**src/rtl/wswc_pkg.sv**
```systemverilog
package wswc_pkg;

   localparam int WINDOW_MAX = 256;
   localparam int ADDR_BITS  = 32;
   localparam int PAGE_W     = ADDR_BITS;
   localparam int SHIFT_W    = 5;
   localparam int CNT_W      = 9;
   localparam int SUM_W      = 40;
   localparam int TALLY_W    = 32;
   localparam int CSR_DATA_W = 9;

   localparam logic [SHIFT_W-1:0] PAGE_SHIFT_RESET    = SHIFT_W'(12);
   localparam logic [CNT_W-1:0]   WINDOW_LENGTH_RESET = CNT_W'(16);
   localparam logic [CNT_W-1:0]   NO_FULL_WINDOW      = CNT_W'(257);
   localparam logic [CNT_W-1:0]   WINDOW_MAX_CNT      = CNT_W'(WINDOW_MAX);
   localparam logic [SUM_W-1:0]   SUM_MAX             = '1;
   localparam logic [TALLY_W-1:0] TALLY_MAX           = '1;

   typedef enum logic {
      CSR_PAGE_SHIFT    = 1'b0,
      CSR_WINDOW_LENGTH = 1'b1
   } csr_index_type;

   typedef enum logic [1:0] {
      ST_IDLE,
      ST_COMPARE,
      ST_COMMIT
   } state_type;

   // Control broadcast to every cell of the page chain.
   typedef struct packed {
      logic shift;
      logic clear;
   } cell_ctl_type;

   // Statistics produced for one committed access.
   typedef struct packed {
      logic               window_closed;
      logic [CNT_W-1:0]   distinct_pages;
      logic [CNT_W-1:0]   fewest_pages;
      logic [CNT_W-1:0]   most_pages;
      logic [SUM_W-1:0]   frames_sum;
      logic [TALLY_W-1:0] window_tally;
   } stats_type;

endpackage

```
**src/rtl/wswc_stats.sv**
```systemverilog
// Window bookkeeping: set occupancy, access count, min/max and the
// saturating totals. State moves only on a commit.
module wswc_stats (
   input  logic                          clock,
   input  logic                          reset,
   input  logic                          commit,
   input  logic                          found,
   input  logic                          last,
   input  logic [wswc_pkg::CNT_W-1:0]    window_length,
   output logic                          insert,
   output logic                          clear_set,
   output logic [wswc_pkg::CNT_W-1:0]    occupied,
   output wswc_pkg::stats_type           stats
);

   logic [wswc_pkg::CNT_W-1:0]   occupied_ff, occupied_in;
   logic [wswc_pkg::CNT_W-1:0]   access_ff, access_in;
   logic [wswc_pkg::CNT_W-1:0]   fewest_ff, fewest_in;
   logic [wswc_pkg::CNT_W-1:0]   most_ff, most_in;
   logic [wswc_pkg::SUM_W-1:0]   frames_ff, frames_in;
   logic [wswc_pkg::TALLY_W-1:0] tally_ff, tally_in;

   logic [wswc_pkg::CNT_W-1:0]   len;
   logic [wswc_pkg::CNT_W-1:0]   occ_next;
   logic [wswc_pkg::CNT_W-1:0]   acc_next;
   logic [wswc_pkg::CNT_W-1:0]   fewest_next;
   logic [wswc_pkg::CNT_W-1:0]   most_next;
   logic [wswc_pkg::SUM_W-1:0]   frames_next;
   logic [wswc_pkg::TALLY_W-1:0] tally_next;
   logic [wswc_pkg::SUM_W:0]     sum_wide;
   logic                         wclosed;
   logic                         add;

   always_comb begin
      if (window_length == '0 || window_length > wswc_pkg::WINDOW_MAX_CNT) begin
         len = wswc_pkg::WINDOW_MAX_CNT;
      end else begin
         len = window_length;
      end

      insert   = !found && (occupied_ff < wswc_pkg::WINDOW_MAX_CNT);
      occ_next = occupied_ff + wswc_pkg::CNT_W'(insert);
      acc_next = access_ff + wswc_pkg::CNT_W'(1);
      wclosed  = (acc_next >= len);
      add      = wclosed || last;

      fewest_next = (wclosed && occ_next < fewest_ff) ? occ_next : fewest_ff;
      most_next   = (wclosed && occ_next > most_ff) ? occ_next : most_ff;

      sum_wide = {1'b0, frames_ff} + (wswc_pkg::SUM_W + 1)'(occ_next);
      if (!add) begin
         frames_next = frames_ff;
      end else if (sum_wide[wswc_pkg::SUM_W]) begin
         frames_next = wswc_pkg::SUM_MAX;
      end else begin
         frames_next = sum_wide[wswc_pkg::SUM_W-1:0];
      end
      tally_next = (add && tally_ff != wswc_pkg::TALLY_MAX)
                   ? tally_ff + wswc_pkg::TALLY_W'(1) : tally_ff;

      clear_set = commit && add;

      if (last) begin
         occupied_in = '0;
         access_in   = '0;
         fewest_in   = wswc_pkg::NO_FULL_WINDOW;
         most_in     = '0;
         frames_in   = '0;
         tally_in    = '0;
      end else begin
         occupied_in = wclosed ? '0 : occ_next;
         access_in   = wclosed ? '0 : acc_next;
         fewest_in   = fewest_next;
         most_in     = most_next;
         frames_in   = frames_next;
         tally_in    = tally_next;
      end

      stats.window_closed  = wclosed;
      stats.distinct_pages = occ_next;
      stats.fewest_pages   = fewest_next;
      stats.most_pages     = most_next;
      stats.frames_sum     = frames_next;
      stats.window_tally   = tally_next;
   end

   always_ff @(posedge clock) begin
      if (reset) begin
         occupied_ff <= '0;
         access_ff   <= '0;
         fewest_ff   <= wswc_pkg::NO_FULL_WINDOW;
         most_ff     <= '0;
         frames_ff   <= '0;
         tally_ff    <= '0;
      end else if (commit) begin
         occupied_ff <= occupied_in;
         access_ff   <= access_in;
         fewest_ff   <= fewest_in;
         most_ff     <= most_in;
         frames_ff   <= frames_in;
         tally_ff    <= tally_in;
      end
   end

   assign occupied = occupied_ff;

endmodule

```
**config.mk**
```make
export PLATFORM = sky130hd
export DESIGN_NAME = wswc_stats
export DESIGN_NICKNAME = d
export VERILOG_FILES = /design/src/rtl/wswc_pkg.sv /design/src/rtl/wswc_stats.sv
export SDC_FILE = /design/constraint.sdc
export NUM_CORES = 1
export LEC_CHECK = 0
export BUFFER_PORTS_ARGS = -buffer_cell sky130_fd_sc_hd__buf_2
export CORE_UTILIZATION = 40
export DETAILED_ROUTE_END_ITERATION = 12
export SYNTH_ARGS = -nofsm -noshare
export SYNTH_HDL_FRONTEND = slang
export SYNTH_SLANG_ARGS = --single-unit
```
**constraint.sdc**
```tcl
create_clock -name clock -period 5.3 [get_ports clock]
set_clock_uncertainty 0.05 [all_clocks]
set_input_delay 1.06 -clock clock [delete_from_list [all_inputs] [get_ports clock]]
set_output_delay 1.06 -clock clock [all_outputs]
set_load 0.01 [all_outputs]
```
# Word level (Yosys, flattened, before mapping)
# Index checks and enable logic that the tools add are counted.
[word_totals] reg_bits=108 out_inout_bits=111 elab_cells=39 inputBits=14
[op_classes] eq_ne=1 reduce_logical=9 n_addsub=4 mux=14 n_lt_le_gt_ge=5
[op_table] op="2-to-1 mux 40 bit" n=3
[op_table] op="2-to-1 mux 9 bit" n=9
[op_table] op="2-to-1 mux 32 bit" n=2
[op_table] op="adder 40 x 9 -> 41 bit" n=1
[op_table] op="adder 32 x 1 -> 32 bit, second input constant" n=1
[op_table] op="!= test 32 bit, second input constant" n=1
[op_table] op="adder 9 x 1 -> 9 bit" n=1
[op_table] op="adder 9 x 1 -> 9 bit, second input constant" n=1
[op_table] op="greater-or-equal comparator 9 bit" n=1
[op_table] op="> comparator 9 bit" n=1
[op_table] op="> comparator 9 bit, second input constant" n=1
[op_table] op="zero test 9 bit" n=1
[op_table] op="< comparator 9 bit" n=1
[op_table] op="< comparator 9 bit, second input constant" n=1
[op_table] op="logical AND 1 bit" n=5
[op_table] op="logical OR 1 bit" n=2
[op_table] op="zero test 1 bit" n=1

# Longest topological paths before layout
[depth] word_depth=8 ltp_mapped=16 mapped_depth_nobuf=14

# Worst setup path before layout
# OpenSTA, ideal clock, no wires.
[synth_path] kind="in2out" start="input found" end="output stats[44] (netlist name)" arrival_time_ns=4.440 cell_stages=15 setup_slack_ns=-0.250 path_cell_list="nor2_1 ha_1 ha_1 nand3_1 nor2_1 xor2_1 ha_1 and3_1 a221o_1 a21oi_2 a2111o_1 buf_2 buf_2 buf_2 nand2_1"
[synth_lines] item="start, declared" line="wswc_stats.sv:7" source="input logic found,"
[synth_lines] item="end, declared" line="wswc_stats.sv:13" source="output wswc_pkg::stats_type stats"

==> results.json <==
{
  "core_um2": 18900,
  "setup_viol": 0,
  "min_period_over_period_pct": 97.0,
  "synthFlopType": "dfxtp_1",
  "rows": 50,
  "hold_viol": 0,
  "die_width_um": 142,
  "finalCriticalPeriod_ps": 5140,
  "timing.rr.end": "frames_ff[21]",
  "cp-end-kind": "primary output",
  "drive_above_1_share_pct": 25.7,
  "h-tree-depth": 3,
  "grt_pass1_vias": 7307,
  "final_nets": 1216,
  "grtUsageTotal_pct": 23.8,
  "hold_class": "reg2reg",
  "ys_seq_elements": 108,
  "ys.warnings.count": 0,
  "cts.hold.buffers_added": 0,
  "met1Wirelength_um": 11600,
  "ff2ff_setup_slack_ps": 1560,
  "maxCapViolations": 0,
  "cts-buffers-inserted": 9,
  "hpwl_um": 17200,
  "synth-seq-area-share_pct": 27.7,
  "outcome": "complete, no violations",
  "ctsLongestPathBuffers": 2,
  "drc": 0,
  "ir_drop_uv": 152,
  "pre_cts_ws_ps": -99.5,
  "crit_fanout": 8,
  "worst_slew_pin_slew_ps": 1110,
  "crit_path_start_kind": "input pin",
  "setup_ws_ps": 159,
  "yosysUniqueCellTypes": 76,
  "antenna_found_initial": 0,
  "die_area_um2": 20100,
  "p_total_uw": 1670,
  "cts_root_buffer": "clkbuf_16",
  "reg2reg_from": "occupied[8]",
  "dr_wl_met2_um": 11000,
  "top_layer": "met4",
  "syn_inst": 1005,
  "critical_path_class": "in2out",
  "tns_ps": 0,
  "drt_iter0_markers": 670,
  "timing.fmax_ghz": 0.195,
  "cp.arrival_ps": 4030,
  "setup.worst_path.start": "window_length[4]",
  "vias_per_cell": 5.67,
  "grt_max_degree": 45,
  "vias": 8079,
  "synth_area_per_cell_um2": 7.77,
  "wl_um": 24300,
  "synth_area_um2": 7810,
  "place.gp.congestion": 0.850,
  "async_flop_share_pct": 0,
  "layout_common_cells": "buf_2, nand2_1, dfxtp_1",
  "die_height_um": 142,
  "synth-edff-count": 0,
  "worstHoldStart": "fewest_ff[4]",
  "whs_ps": 431,
  "grt_pass1_wl_um": 38000,
  "mostFrequentLayoutCell": "buf_2",
  "ios": 125,
  "antenna_cells": 0,
  "powerDensity_nw_per_um2": 171,
  "rsz0062_at_grt": "yes",
  "final_antenna_net_count": 0,
  "numPortBuffers": 124,
  "power_leakage_uw": 0.00431,
  "reg2reg_depth": 12,
  "relSlewSlack_pct": 25.5,
  "min_to": "fewest_ff[4]",
  "drtPass1Iterations": 5,
  "dr_wl_met3_um": 1190,
  "cts.sinks": 108,
  "grt_remaining_overflow": 0,
  "tritoncts": "yes",
  "holdPathStages": 1,
  "start_util_pct": 41.4,
  "clkTransAtPathRegs_ps": 70,
  "syn_nets": 1060,
  "area_delta_synth_final_pct": 24.7,
  "crit_required_ps": 4190,
  "maxSlewViolCount": 0,
  "post_drt_wl_per_cell_um": 17.0,
  "clock_latency_ps": 360
}
## cells in the mapped netlist (all sizes together), types with 14 or more instances
library cell	instances	share of area (%)
xor2	34	3.8
clkbuf	40	2.0
ha	40	6.4
inv	30	1.4
and3	21	1.7
xnor2	43	4.8
nor2	88	4.4
a21o	17	1.6
a22oi	16	1.5
nand2	116	5.6
buf	25	1.8
nor3	30	1.9
and4	14	1.6
nand3	45	3.0
a31oi	33	2.6
nand4	24	2.0
dfxtp	108	28
nand2b	14	1.1
o21ai	68	4.4
a21oi	38	2.7
a22o	30	3.4
## per-layer routing
metal / GRT usage (%) / up-vias
li1: - / 3993
met1: 32.7 / 3804
met2: 38.8 / 248
met3: 2.29 / 34
met4: 8.72 / 0
met5: 0 / -
## how the worst max path moves through the flow
stage	to	cells past startpoint
floorplan	stats[44]	15
global placement	stats[51]	16
finish	stats[51]	17
global route	stats[25]	16
CTS	stats[15]	17
detailed placement	stats[72]	14
## power by group
part	switching (µW)	total [µW]	internal, µW	leakage [µW]
clock	336	670	335	0.000136
combinational	119	181	62.0	0.00331
sequential	4.01	818	814	0.000870
## state kept, by name (all words and copies together) (netlist names)
name       flops
most_ff        9
occupied       9
tally_ff      32
fewest_ff      9
access_ff      9
frames_ff     40
## repair_timing
item / 4_1_cts / 5_1_grt
setup endpoints to repair: 18 / 89
resized for setup: 7 / 41
buffers inserted: 0 / 20
cloned: 0 / 1
pin swaps: 0 / 11
## worst max-delay path, cell delays in order
cell and delay, ps:
buf_2 110, nor4_2 250, nand2_1 80, ha_1 300
buf_4 150, nand2b_1 140, ha_1 300, a21oi_1 190
o21ai_2 90, a21oi_2 260, buf_6 170, a211oi_2 60
buf_4 200, buf_4 160, and3_1 190, a21oi_2 160
buf_2 150
## final cells by class
type	count	area, µm²
inverter	32	120
sequential	108	2160
tap	260	325
timing repair buffer	209	1290
multi-input combinational	801	5570
clock inverter	5	35.0
clock buffer	11	243
fill	1883	9150
## through the flow
step / utilization, % / cell area [µm²] / cells
floorplan: - / 7870 / 1005
global placement: 47.8 / 9040 / 1389
detailed placement: 47.8 / 9040 / 1389
CTS: 49.5 / 9360 / 1405
global route: 51.6 / 9740 / 1426
finish: 51.6 / 9740 / 1426
## kinds of logic after synthesis
| family | synth area share (%) |
|---|---|
| simple gates | 25.9 |
| compound gates | 24.3 |
| flops | 27.7 |
| buf+inv | 5.35 |
| xor+xnor | 8.63 |
| fa+ha+maj | 6.66 |
| mux | 1.51 |
Note: power is estimated with default switching activity, not from simulation.
