## config.mk

```make
export PLATFORM = sky130hd
export DESIGN_NAME = wswc_cell
export DESIGN_NICKNAME = d
export VERILOG_FILES = /design/src/rtl/wswc_pkg.sv /design/src/rtl/wswc_cell.sv
export SDC_FILE = /design/constraint.sdc
export NUM_CORES = 1
export LEC_CHECK = 0
export BUFFER_PORTS_ARGS = -buffer_cell sky130_fd_sc_hd__clkbuf_2
export CAP_MARGIN = 30
export CORE_MARGIN = 3
export CORE_UTILIZATION = 38
export CTS_BUF_LIST = sky130_fd_sc_hd__clkbuf_4 sky130_fd_sc_hd__clkbuf_8 sky130_fd_sc_hd__clkbuf_16
export CTS_CLUSTER_DIAMETER = 30
export DETAILED_ROUTE_END_ITERATION = 8
export PLACE_DENSITY = 0.75
export SYNTH_ARGS = -nofsm -noshare
export SYNTH_HDL_FRONTEND = slang
export SYNTH_SLANG_ARGS = --single-unit
```

## constraint.sdc

```tcl
create_clock -name clock -period 1.65 [get_ports clock]
set_clock_uncertainty 0.15 [all_clocks]
set_input_delay 0.33 -clock clock [delete_from_list [all_inputs] [get_ports clock]]
set_output_delay 0.33 -clock clock [all_outputs]
set_load 0.005 [all_outputs]
```

## src/rtl/wswc_pkg.sv

```systemverilog
package wswc_pkg;

   localparam int WINDOW_MAX = 256;
   localparam int ADDR_BITS  = 32;
   localparam int PAGE_W     = ADDR_BITS;
   localparam int SHIFT_W    = 5;
   localparam int CNT_W      = 9;
   localparam int SUM_W      = 40;
   localparam int TALLY_W    = 32;
   localparam int CSR_DATA_W = 9;

   localparam logic [SHIFT_W-1:0] PAGE_SHIFT_RESET    = SHIFT_W'(12);
   localparam logic [CNT_W-1:0]   WINDOW_LENGTH_RESET = CNT_W'(16);
   localparam logic [CNT_W-1:0]   NO_FULL_WINDOW      = CNT_W'(257);
   localparam logic [CNT_W-1:0]   WINDOW_MAX_CNT      = CNT_W'(WINDOW_MAX);
   localparam logic [SUM_W-1:0]   SUM_MAX             = '1;
   localparam logic [TALLY_W-1:0] TALLY_MAX           = '1;

   typedef enum logic {
      CSR_PAGE_SHIFT    = 1'b0,
      CSR_WINDOW_LENGTH = 1'b1
   } csr_index_type;

   typedef enum logic [1:0] {
      ST_IDLE,
      ST_COMPARE,
      ST_COMMIT
   } state_type;

   // Control broadcast to every cell of the page chain.
   typedef struct packed {
      logic shift;
      logic clear;
   } cell_ctl_type;

   // Statistics produced for one committed access.
   typedef struct packed {
      logic               window_closed;
      logic [CNT_W-1:0]   distinct_pages;
      logic [CNT_W-1:0]   fewest_pages;
      logic [CNT_W-1:0]   most_pages;
      logic [SUM_W-1:0]   frames_sum;
      logic [TALLY_W-1:0] window_tally;
   } stats_type;

endpackage

```

## src/rtl/wswc_cell.sv

```systemverilog
// One entry of the page set: holds a page, compares it with the key and
// passes its contents to the next cell when a new page is pushed in.
module wswc_cell (
   input  logic                         clock,
   input  logic                         reset,
   input  wswc_pkg::cell_ctl_type       ctl,
   input  logic [wswc_pkg::PAGE_W-1:0]  key,
   input  logic [wswc_pkg::PAGE_W-1:0]  prev_page,
   input  logic                         prev_valid,
   output logic [wswc_pkg::PAGE_W-1:0]  page,
   output logic                         valid,
   output logic                         hit
);

   logic [wswc_pkg::PAGE_W-1:0] page_ff;
   logic                        valid_ff;
   logic                        hit_ff;

   always_ff @(posedge clock) begin
      if (reset) begin
         valid_ff <= 1'b0;
         hit_ff   <= 1'b0;
      end else begin
         hit_ff <= valid_ff && (page_ff == key);
         if (ctl.clear) begin
            valid_ff <= 1'b0;
         end else if (ctl.shift) begin
            valid_ff <= prev_valid;
         end
      end
   end

   always_ff @(posedge clock) begin
      if (ctl.shift) begin
         page_ff <= prev_page;
      end
   end

   assign page  = page_ff;
   assign valid = valid_ff;
   assign hit   = hit_ff;

endmodule

```

Word-level counts from Yosys, hierarchy flattened
Cells that the tools add are included.
Widths: inputs -> output; s select.
{"block": "op_classes", "n_eq_ne": 1, "reduce_logical": 2}
{"cell": "$eq 32x32->1", "count": 1}
{"cell": "$reduce_or 2->1", "count": 1}
{"cell": "$logic_and 1x1->1", "count": 1}
{"block": "totals", "regBits": 34, "in_bits": 69}

Longest topological paths before layout
Gate-level depths: netlist of run 1.
{"block": "depth", "ltp_word": 2, "mapped_depth": 4, "mapped_depth_nobuf": 4}

Worst setup path after synthesis of run 1
No wires, ideal clock.
{"block": "synth_path", "path_type": "register to register", "from": "register page_ff (netlist bit page[27])", "to": "register hit_ff, in the netlist hit", "setup_time_ns": 0.073, "t_arrival_ns": 1.074, "slack_ns": 0.353, "stages_incl_launch_ff": 5, "n_path_buf": 0, "path_cell_list": "edfxtp_1 > xor2_1 > nor4_1 > nand4_1 > nor3_2"}
{"block": "synth_via", "elab_chain_len": 2}
{"element": "from (decl)", "line": "wswc_cell.sv:15", "rtl": "logic [wswc_pkg::PAGE_W-1:0] page_ff;"}
{"element": "from (signal assigned)", "line": "wswc_cell.sv:35", "rtl": "page_ff <= prev_page;"}
{"element": "$eq 32x32->1", "line": "wswc_cell.sv:24", "rtl": "hit_ff <= valid_ff && (page_ff == key);"}
{"element": "$logic_and 1x1->1", "line": "wswc_cell.sv:24"}
{"element": "to (signal assigned)", "line": "wswc_cell.sv:24"}
{"element": "to (decl)", "line": "wswc_cell.sv:17", "rtl": "logic hit_ff;"}
Every way passes these cells.
A chain may end at the register's enable or synchronous reset.

Worst setup path in the final report of run 1
{"block": "layout_path", "from": "register page_ff (netlist bit page[0])", "to": "register hit_ff, in the netlist hit"}
The elaborated chain is that of the path after synthesis.

==> results of run 1 <==
area by class of cell:
type	instances	share of cell area [%]
clock inverters	3	0.738
flip-flops and latches	34	45.4
clock buffers	5	1.70
well taps	46	2.61
repair buffers	122	32.0
multi-input cells	46	17.5
worst max path at each step:
stage               startpoint   to  slack [ps]  depth (start not counted)
finish                 page[0]  hit         190                          4
global route           page[0]  hit          50                          4
CTS                   page[23]  hit          70                          4
detailed placement     key[23]  hit          80                          5
global placement       key[27]  hit          80                          5
floorplan             page[27]  hit         350                          4
state kept, by name, summed over array words and instances (netlist names):
signal,count
valid,1
hit,1
page,32
layer usage:
layer  part of all wire, %  up-vias  GRT usage (%)
met2                    56       65           28.6
met5                     0        -              0
li1                      -      554              -
met1                    33      522           15.1
met3                   8.6        9           4.59
met4                   2.4        0           9.14
synthesized netlist by cell type:
cell type / number / share of area, %
edfxtp_1: 32 / 70
nand4_1: 2 / 0.91
xor2_1: 29 / 18
xnor2_1: 3 / 1.9
nand3_1: 1 / 0.36
nor3_2: 1 / 0.73
dfxtp_1: 2 / 2.9
nor3_1: 1 / 0.36
nor4_1: 7 / 3.2
mux2i_1: 1 / 0.73
nor3b_1: 1 / 0.55
critical path: cells and delay by family (launching register included):
family        cells  cell delay, ps
simple gates      3             650
xor+xnor          1             160
flops             1             420
through the flow:
stage / hold WS (ps) / util, % / instances / cell area [um^2] / worst slack (ps)
after floorplan: 257 / - / 80 / 1380 / 353
after global placement: 351 / 57.3 / 230 / 1960 / 82.4
after detailed placement: 359 / 57.3 / 230 / 1960 / 77.1
after CTS: 0.175 / 61.0 / 245 / 2080 / 71.6
after global routing: 0.672 / 64.5 / 256 / 2200 / 49.5
final: 21.6 / 64.5 / 256 / 2200 / 195
where the power goes:
group | internal, mW | switching, mW | leakage, nW
Combinational | 0.174 | 0.122 | 0.653
Sequential | 1.02 | 0.0435 | 0.329
Clock | 0.158 | 0.269 | 0.0286
Total | 1.35 | 0.435 | 1.01
what timing repair did:
action | CTS | global route
endpoints found under the setup margin | 0 | 1
gates resized for setup | 0 | 2
endpoints found under the hold margin | 7 | 11
hold buffers | 7 | 11
cells by family after synthesis:
family                    Yosys count  share of synthesized area (%)
muxes                               1                          0.728
DFF                                34                           72.8
and+or+nand+nor                    13                           6.10
xor gates and xnor gates           32                           20.4
==> results by stage, run 1 <==
Setup path:
- The slowest stage of the critical path belongs to the cell edfxtp_1.
- The peak per-stage delay on the critical path is 420 ps.
- The largest fanout on the critical path is 2.
- STA puts the critical path data arrival time at 1560 ps.
- The length in cells of the worst reg-to-reg path is 4.
- The type of origin of the critical path is a register.
- The endpoint of the most critical register-to-register path is hit.
- The start of the worst register-to-register path is page[0].
- Setup slack on the worst reg-to-reg path comes out at 190 ps.
- The signal on the critical path passes through xor2_1 -> nor4_1 -> nand4_1 -> nor3_2.
- STA classifies the critical path endpoint as a register.
- The classification of the worst setup path is register to register.
- The worst path required time is 1760 ps.

Layout:
- The commonest non-fill, non-tap cell in the layout is clkbuf_2.
- The sequential cell area is 0.00100 mm^2.
- The repair_antennas step left the layout with diodes totalling 0.
- For this run, the post-layout net count is 278.
- The share of layout cells above drive strength 1 is 54.3%.
- Leaving out fill and tap cells, the most frequent cells in the layout are clkbuf_2 (102), edfxtp_1 (32), xor2_1 (29), dlygate4sd3_1 (18).
- The area growth from synthesis to final layout is 60.3%.
- The number of filler cells placed in the layout is between 200 and 300.
- Summing all multi-input logic gate instances after layout gives 387 um^2.

Clock network:
- The number of buffers created by CTS is 5.
- The buffer count from post-CTS setup fixing is 0.
- The maximum level of the CTS H-tree is 2.
- TritonCTS built the clock tree.
- The clock input transition at the sequential cells of the worst setup and hold paths is 100 ps.
- Clock tree synthesis found a total of 34 sinks.
- In this run the clock root is driven by a clkbuf_4.
- The clock passes through at most 2 buffers.
- The clock latency at the later pin of the worst-skew pair is 330 ps.

Outcome:
- The flow ran to the end, and the final reports show no timing, DRC or antenna violations.

Global routing:
- The first global-routing pass estimated around 4800 um of wire.
- The initial antenna violation count is 0.
- The number of global-route vias before repair is 1077.
- For this run the aggregate overflow at the end of global routing stands at 0.
- The all-layer global routing usage is 15.6%.
- Entering global routing, the biggest net connects 19 pins.

Detailed routing:
- The detailed-route DRC error count is 0.
- The number of violations reported at the end of detailed-routing iteration 0 is 19.
- The final route contains ~1200 vias.
- For this block, the routed nets add up to 3470 um of wire.
- The final antenna-violating net count is 0.
- The first-pass detailed-route iteration total is 4.
- The number of vias per cell is 4.49.
- The routed wirelength normalized by instance count is 13.6 um.

Synth:
- The number of flip-flops and latches in the synthesized netlist is 34.
- In the synthesized netlist, the number of instances is 80.
- The net count of the mapped netlist is 149.
- The mapped netlist covers 0.00138 mm^2.
- The sequential area share after synthesis is 72.8%.
- After synthesis, the mean cell area works out to ~17 um^2.
- Yosys printed 0 warnings.
- The synthesized netlist contains 11 unique library cells.

Pwr:
- The maximum VDD drop is 0.000581 V.
- The leakage power is 1.01 nW.
- The design draws 1.78 mW.
- The power density relative to cell area is roughly 810 mW/mm^2.

Flow run:
- The count of max-cap constraint violations is 0.

Placed design:
- At the end of routability-driven placement, the weighted congestion stood at between 0.6 and 0.7.
- In this run the tool buffered the top-level ports with 102 buffer cells.
- Detailed placement ended at an HPWL of 2640 um.

Timing:
- The number of failing hold endpoints at the final stage came to 0.
- The fraction of the cycle the final worst path needs is 88.2%.
- The number of setup violations in the final report is 0.
- Setup total negative slack on the finished layout was measured at 0 ps.
- The number of max-slew violations in the final report is 0.
- The relative slew slack is 78.4%.
- Setup repair after global routing left no endpoint under its margin.
- The worst path in the final design needs a cycle of 1460 ps, including I/O delays and setup.
- The highest attainable clock frequency is 687 MHz.
- For the pin with the worst max-slew slack, the measured transition is 321 ps.

Floorplan:
- The placement row count is 21.
- The height of the die is around 66 um.
- The overall die width is 66.2 um.
- The total area inside the core boundary comes to 0.00342 mm^2.
- The total die area is around 0.0044 mm^2.
- The effective utilization at floorplan is 40.3%.
- Pin placement for this block handled 103 I/O pins.

Min path:
- The worst hold path begins at prev_page[14].
- The destination of the worst hold path is page[14].
- Along the worst hold path, the cell count comes to 1.
- The kind of path behind the tightest hold check is input port to register.
Power figures use the tool's default switching activity.
==> inputs of run 2 (changes only) <==
ABC_AREA = 1   (was unset)
PLACE_DENSITY = 0.71   (was 0.75)
RECOVER_POWER = 25   (was unset)
==> run 2 against run 1 <==
Effect of this change:
- critical path depth down 3
- worst hold slack better by 28 ps
- largest cell class unchanged
- combinational power rose by 2%
- design area increased by 5.2%
- clock-buffer cell count unchanged
==> results by stage, run 2 <==
Synth:
- Dividing the synthesized area by the synthesized cell count gives 9.10 um^2.
- The number of flip-flops and latches in the synthesized netlist is 34.
- The sequential area share after synthesis is 62.1%.
- After synthesis the cells add up to 0.00161 mm^2.
- The count of mapped cells out of synthesis is 177.
- Counting every net in the synthesized netlist gives 246.
- By instance count, the leading cell after synthesis is nand2_1.
- In the synthesized netlist the dominant register cell turns out to be edfxtp_1.
- The count of yosys warnings during synthesis is 0.
- The share of flip-flops with an asynchronous set or reset after synthesis is 0%.
- The library cell with the largest summed area after synthesis is edfxtp_1.
- The area share of the largest cell type after synthesis is 59.6%.
- The synthesized design contains 32 enable-type register cells.
- Yosys mapped the design onto 17 distinct sky130hd cell types.
- The commonest cells after synthesis are nand2_1 (60), inv_1 (40), edfxtp_1 (32), nor2_1 (20), xnor2_1 (5).
- By area the synthesized netlist is led by edfxtp_1 (60%), nand2_1 (14%), inv_1 (9.3%).

Layout:
- With fillers left out, the area of the finished cells amounts to 0.00232 mm^2.
- The area growth from synthesis to final layout is 43.9%.
- The register with the most flip-flops in the layout has 32 of them.
- Leaving out fill and tap cells, the most frequent cell in the layout is clkbuf_2.
- The number of antenna diodes in the final layout is 0.
- At the end of the flow the core is filled with cells to a little under three fifths.
- In the layout the commonest cells are clkbuf_2 (102), nand2_1 (60), inv_1 (40), edfxtp_1 (32), nor2_1 (20).
- The number of nets at the end of the flow is ~360.
- The post-route netlist has between 30 and 40% of its cells at a drive strength greater than 1.

Outcome:
- The run finished with clean final reports.

Setup path:
- In this run the number of cells on the critical path is 1.
- The setup check on the worst reg-to-reg path leaves a slack of 390 ps.
- The critical path goes through clkbuf_2.
- For this run, the slowest stage of the critical path takes around 420 ps.
- The critical path's slowest cell is edfxtp_1.
- The type of origin of the critical path is a register.
- The largest fanout on the critical path is 3.
- The most critical setup path has its endpoint at page[27].
- The origin of the worst setup path is page[27].
- The setup path with the least slack is of type register to primary output.
- The worst path buffer plus inverter count is 1.
- The worst register-to-register path begins at page[6].
- The worst setup path is captured at a primary output.
- At the worst endpoint, the required time is 1170 ps.
- The endpoint of the most critical register-to-register path is hit.
- The worst register-to-register path has a depth of 6.
- The data arrival time of the critical path is about 840 ps.
- The cell family contributing the most delay on the critical path is flip-flops.

Timing:
- Setup repair after global routing left no endpoint under its margin.
- The post-layout worst setup margin is between 300 and 400 ps.
- The number of failing hold endpoints at the final stage is 0.
- The number of max-slew violations in the final report is 0.
- The post-layout minimum cycle time is 1320 ps.
- The fraction of the cycle the final worst path needs is 80.0%.
- For the pin with the worst max-slew slack, the measured transition is 221 ps.
- Setup violations remaining at the end of the flow were counted as 0.
- Timing would allow up to 757 MHz.
- The relative slew slack is 85.1%.
- The setup TNS is 0 ps.

Floorplan:
- In this run the standard cell core region covers 0.00406 mm^2.
- about 100 I/O pins were placed.
- The die covers 0.00506 mm^2.
- The overall die width is 71.1 um.
- The effective utilization at floorplan is between 30 and 40%.
- The placement row count is 23.
- The height of the die is about 71 um.

Clock network:
- The maximum level of the CTS H-tree is 2.
- The maximum buffer depth of the clock tree is 2.
- Hold repair after CTS inserted 0 buffers.
- The clock input transition at the sequential cells of the worst setup and hold paths is approximately 70 ps.
- The clock tree from TritonCTS is yes.
- The library cell used as clock root buffer is clkbuf_8.
- Clock tree synthesis found a total of 34 sinks.
- Buffers added to address setup during post-CTS repair amount to 0.
- The number of buffers created by CTS is 5.
- The post-cts resize count is 0.
- The clock latency at the later pin of the worst-skew pair is about 280 ps.

Min path:
- In this run the most critical hold path is launched from ctl[0].
- The kind of path behind the tightest hold check is input port to register.

Pwr:
- Summed over all nets, the switching power comes to 499 uW.
- Power spread over the standard cell area amounts to 917 mW/mm^2.
- The share of total power in sequential cells is 49.9%.
- The switching share of total power is 23.5%.
- The design draws 2.13 mW.
- Per report_power, the combinational group accounts for 14.2% of the total.
- The worst-case IR drop observed on VDD is 0.000538 V.
- The internal power summed over all cells is between 1.5 and 2 mW.
- The part of the power in the clock network is 35.9%.
- In this run the static leakage power is 1.27 nW.

Detailed routing:
- The detailed router used layers up to and including met4.
- The final route contains roughly 1400 vias.
- For this run, the detailed router's first-pass iteration total came to 6.
- The final routed wirelength across all metal layers is 3550 um.
- For this block, the initial DRC count from the detailed router was 42.
- The routed design uses roughly 440 um of met3 wire.
- For this run, design rule violations remaining after detail routing come to 0.
- The routed wirelength normalized by instance count is 10.5 um.
- The number of vias per cell is 4.20.
- The detail route stage leaves a number of antenna-violating nets equal to 0.
- The detailed-routed wire length on met2 is 1630 um.
- The wire length on met1 is 1410 um.

Global routing:
- The pin count of the biggest net entering global routing is 34.
- The number of global-route vias before repair is around 1400.
- The initial antenna violation count is 0.
- The residual overflow from global routing is 0.
- The wire length of the first global-routing pass is around 6000 um.
- In the global route stage, overall resource usage came out at between 10% and 20%.

Placed design:
- Summing all placed instances gives a cell area of 0.00220 mm^2.
- The global placer's final weighted congestion is 0.705.
- After legalization and detailed placement, the total HPWL measured 2890 um.
- At the placement stage, the worst setup path has a slack of 334 ps.
- The number of port buffers is 102.

Flow run:
- The tool flagged a number of max-cap violations equal to 0.
[run 2: cell count changes after synthesis, sizes merged]
| cell | previous run | this run |
|---|---|---|
| nand2 | 0 | 61 |
| inv | 0 | 40 |
| xor2 | 29 | 3 |
| nor2 | 0 | 20 |
| nor4 | 7 | 0 |
| o21ai | 0 | 6 |
| nand4 | 2 | 0 |
| xnor2 | 3 | 5 |
| a21oi | 0 | 1 |
| nand3 | 1 | 2 |
| nor3b | 1 | 0 |
| o211ai | 0 | 1 |
| or2 | 0 | 1 |
[run 2: layer usage]
layer,vias to the layer above,GRT usage [%]
met5,-,0
met1,587,16.9
met3,5,7.10
met2,71,25.5
met4,0,6.89
li1,757,-
[run 2: power groups by stage]
stage / Sequential [mW] / Clock, mW / Combinational (mW)
finish: 1.06 / 0.763 / 0.302
detailed placement: 1.08 / 0 / 0.307
global placement: 1.08 / 0 / 0.305
CTS: 1.06 / 0.796 / 0.308
floorplan: 1.08 / 0 / 0.113
global route: 1.07 / 0.836 / 0.349
[run 2: logic make-up after synthesis]
| family | Yosys count | synth area share (%) |
|---|---|---|
| xor gates and xnor gates | 8 | 4.35 |
| AOI/OAI and AO/OA | 8 | 2.64 |
| DFF | 34 | 62.1 |
| muxes | 1 | 0.621 |
| and+or+nand+nor | 86 | 21.0 |
| buffers and inverters | 40 | 9.32 |
[run 2: how the worst min path moves through the flow]
stage               cells past startpoint       to  slack (ps)
global placement                        2    valid         340
CTS                                     2    valid          40
global route                            1  page[9]          40
finish                                  2    valid          50
floorplan                               1    valid         260
detailed placement                      2    valid         350
[run 2: cell type report]
type / count / area, um^2
clock inverter: 3 / 45.0
inverter: 40 / 150
sequential: 34 / 1000
fill: 365 / 1740
clock buffer: 5 / 68.8
multi-input combinational: 103 / 460
timing repair buffer: 103 / 531
tap: 50 / 62.6
[run 2: through the flow]
stage               cells  hold WS (ps)
global route          338          42.9
detailed placement    330           345
finish                338          49.8
CTS                   338          35.5
global placement      330           344
floorplan             177           257
==> inputs of run 3 (changes only) <==
clock period = 1.3 ns   (was 1.65 ns; I/O delays follow)
==> run 3 against run 2 <==
Effect of this change:
- via count is 9.4% higher
- total power is 20% higher
- global-route usage is 2.1 points higher
- largest power group unchanged
- combinational power is 52% higher
- largest cell class unchanged
- critical endpoint is now hit
==> results by stage, run 3 (synthesis gave the netlist of run 2 again) <==
Timing:
- The number of max-slew violations in the final report is 0.
- For the finished layout, the period the worst path requires is 1300 ps.
- Setup repair after global routing could not meet its margin everywhere.
- The highest attainable clock frequency is 770 MHz.
- The number of failing hold endpoints at the final stage came to 0.
- Measured against its own limit, the worst slew margin works out to between 50% and 60%.
- Dividing the final minimum period by the clock period gives 99.9%.
- After routing, the total negative slack on setup checks comes to 0 ps.
- The transition time at the pin with the least slew margin is between 600 and 700 ps.
- Setup violations remaining at the end of the flow were counted as 0.
- On the final layout, the worst hold slack is 7.66 ps.

Setup path:
- The kind of end point of the critical path is a register.
- At the worst endpoint, the required time is 1370 ps.
- The type of origin of the critical path is a register.
- The classification of the worst setup path is register to register.
- Of all nets on the critical path, the largest fanout is 3.
- Data on the critical path arrives at its endpoint at between 1000 and 1500 ps.
- The reg2reg setup slack is 1 ps.

Outcome:
- The flow ran to the end, and the final reports show no timing, DRC or antenna violations.

Global routing:
- Entering global routing, the biggest net connects 25 pins.
- The wire length of the first global-routing pass is about 6700 um.
- The number of global-route vias before repair is between 1500 and 2000.
- After global routing the overflow that remains totals 0.
- Global routing used 17.6% of the available tracks across all layers.
- The initial antenna violation count is 0.

Clock network:
- The clock tree from TritonCTS is yes.
- The buffer count from post-CTS setup fixing is 0.
- The clock input transition at the sequential cells of the worst setup and hold paths is 70 ps.
- The tree is rooted in a clkbuf_8.
- The number of buffers created by CTS is 5.
- The tree built by TritonCTS fans out to 34 sinks.
- The clock passes through at most 2 buffers.
- The clock latency at the later pin of the worst-skew pair is around 280 ps.
- The H-tree was split into 2 levels.

Layout:
- The library cell used most frequently in the layout, excluding fill and tap cells, is clkbuf_2.
- The count of cells in the finished layout, fillers not included, comes to 366.
- The area growth from synthesis to layout is 58.9%.
- The repair_antennas step left the layout with diodes totalling 0.
- The number of filler cells placed in the layout is 336.
- The utilization after layout is 63.1%.
- In the final design database the tool counted 384 nets.
- The top cell types in the final layout, fill and taps aside, are clkbuf_2 (102), nand2_1 (59), inv_1 (40), edfxtp_1 (32), dlygate4sd3_1 (27).
- Cells with a size suffix above 1 make up 36.7% of the layout.
- The register with the most flip-flops in the layout has 32 of them.

Placed design:
- The congestion estimate from routability-driven global placement came to 0.710.
- In this run, placement finished with an instance count of 331.
- The post-DP HPWL is 3020 um.
- The number of port buffers is 102.

Detailed routing:
- The routed wirelength normalized by instance count is 11.8 um.
- The detail route stage leaves a number of antenna-violating nets equal to 0.
- Using the TritonRoute via totals, the vias-per-cell ratio works out to 4.24.
- The first-pass detailed-route iteration total is 4.
- The detailed router placed 1553 vias in this run.
- After detailed routing, the number of remaining DRC violations is 0.
- The final layout contains routed wiring with a total length of 4310 um.
- The number of violations reported at the end of detailed-routing iteration 0 is 37.

Flow run:
- The count of max-cap constraint violations is 0.

Pwr:
- Summing internal, switching and leakage power gives 2.56 mW.
- Across the VDD grid, the largest voltage drop is 0.000987 V.
- Summed over all cells, the static leakage comes to 1.36 nW.
- The power density relative to cell area is 999 mW/mm^2.

Min path:
- The min-delay analysis places its worst path in the category input port to register.

Floorplan:
- The standard cell core area is 0.00406 mm^2.
- The placement row count is 23.
- For this configuration, the core starts out at a cell density of 39.7%.
- The I/O pin count is 103.
- The floorplan step defined a die boundary enclosing 0.00506 mm^2.
- Measured along the x axis, the die boundary spans 71.1 um.
- The die is about 70 um tall.
-- run 3: cell type report --
cell class,count,area [um^2],area share (%)
inverters,40,150,5.86
flip-flops and latches,34,1000,39.1
clock buffers,5,68.8,2.69
repair buffers,131,788,30.8
multi-input cells,103,474,18.5
clock inverters,3,16.3,0.635
well taps,50,62.6,2.44
-- run 3: worst max-delay path, cell delays in order (launching register included) --
cell and delay [ps]:
edfxtp_1 370, inv_1 50, nand2_1 50, o21ai_1 60, or2_1 240, nor2_2 120
nand3_1 110, nor2_1 100
-- run 3: metrics by stage --
stage          area [um^2]  setup slack (ps)
6_report              2560              1.48
5_1_grt               2560              -131
4_1_cts               2570              14.3
3_5_place_dp          2210             -4.40
3_3_place_gp          2210              19.5
2_1_floorplan         1610               131
-- run 3: where the power goes --
part	switching, mW	internal (mW)	leakage [nW]
Clock	0.384	0.366	0.0416
Sequential	0.0556	1.29	0.329
Combinational	0.208	0.252	0.993
Total	0.648	1.91	1.36
-- run 3: worst paths after layout --
check / startpoint / end / cells after the start
max: page[29] / hit / 7
max reg2reg: page[29] / hit / 7
min: prev_page[3] / page[3] / 1
min reg2reg: valid / valid / 2
-- run 3: routing by layer --
layer,track usage [%],up-vias,share of wire [%]
met1,18.9,660,38
met2,30.6,75,50
met3,8.10,4,10
li1,-,814,-
met4,5.64,0,1.1
met5,0,-,0
-- run 3: timing repair --
item                       4_1_cts  5_1_grt
gates resized for setup          2        4
setup endpoints to repair        1        3
hold endpoints to repair        26        0
pin swaps                        5       10
hold buffers                    27        0
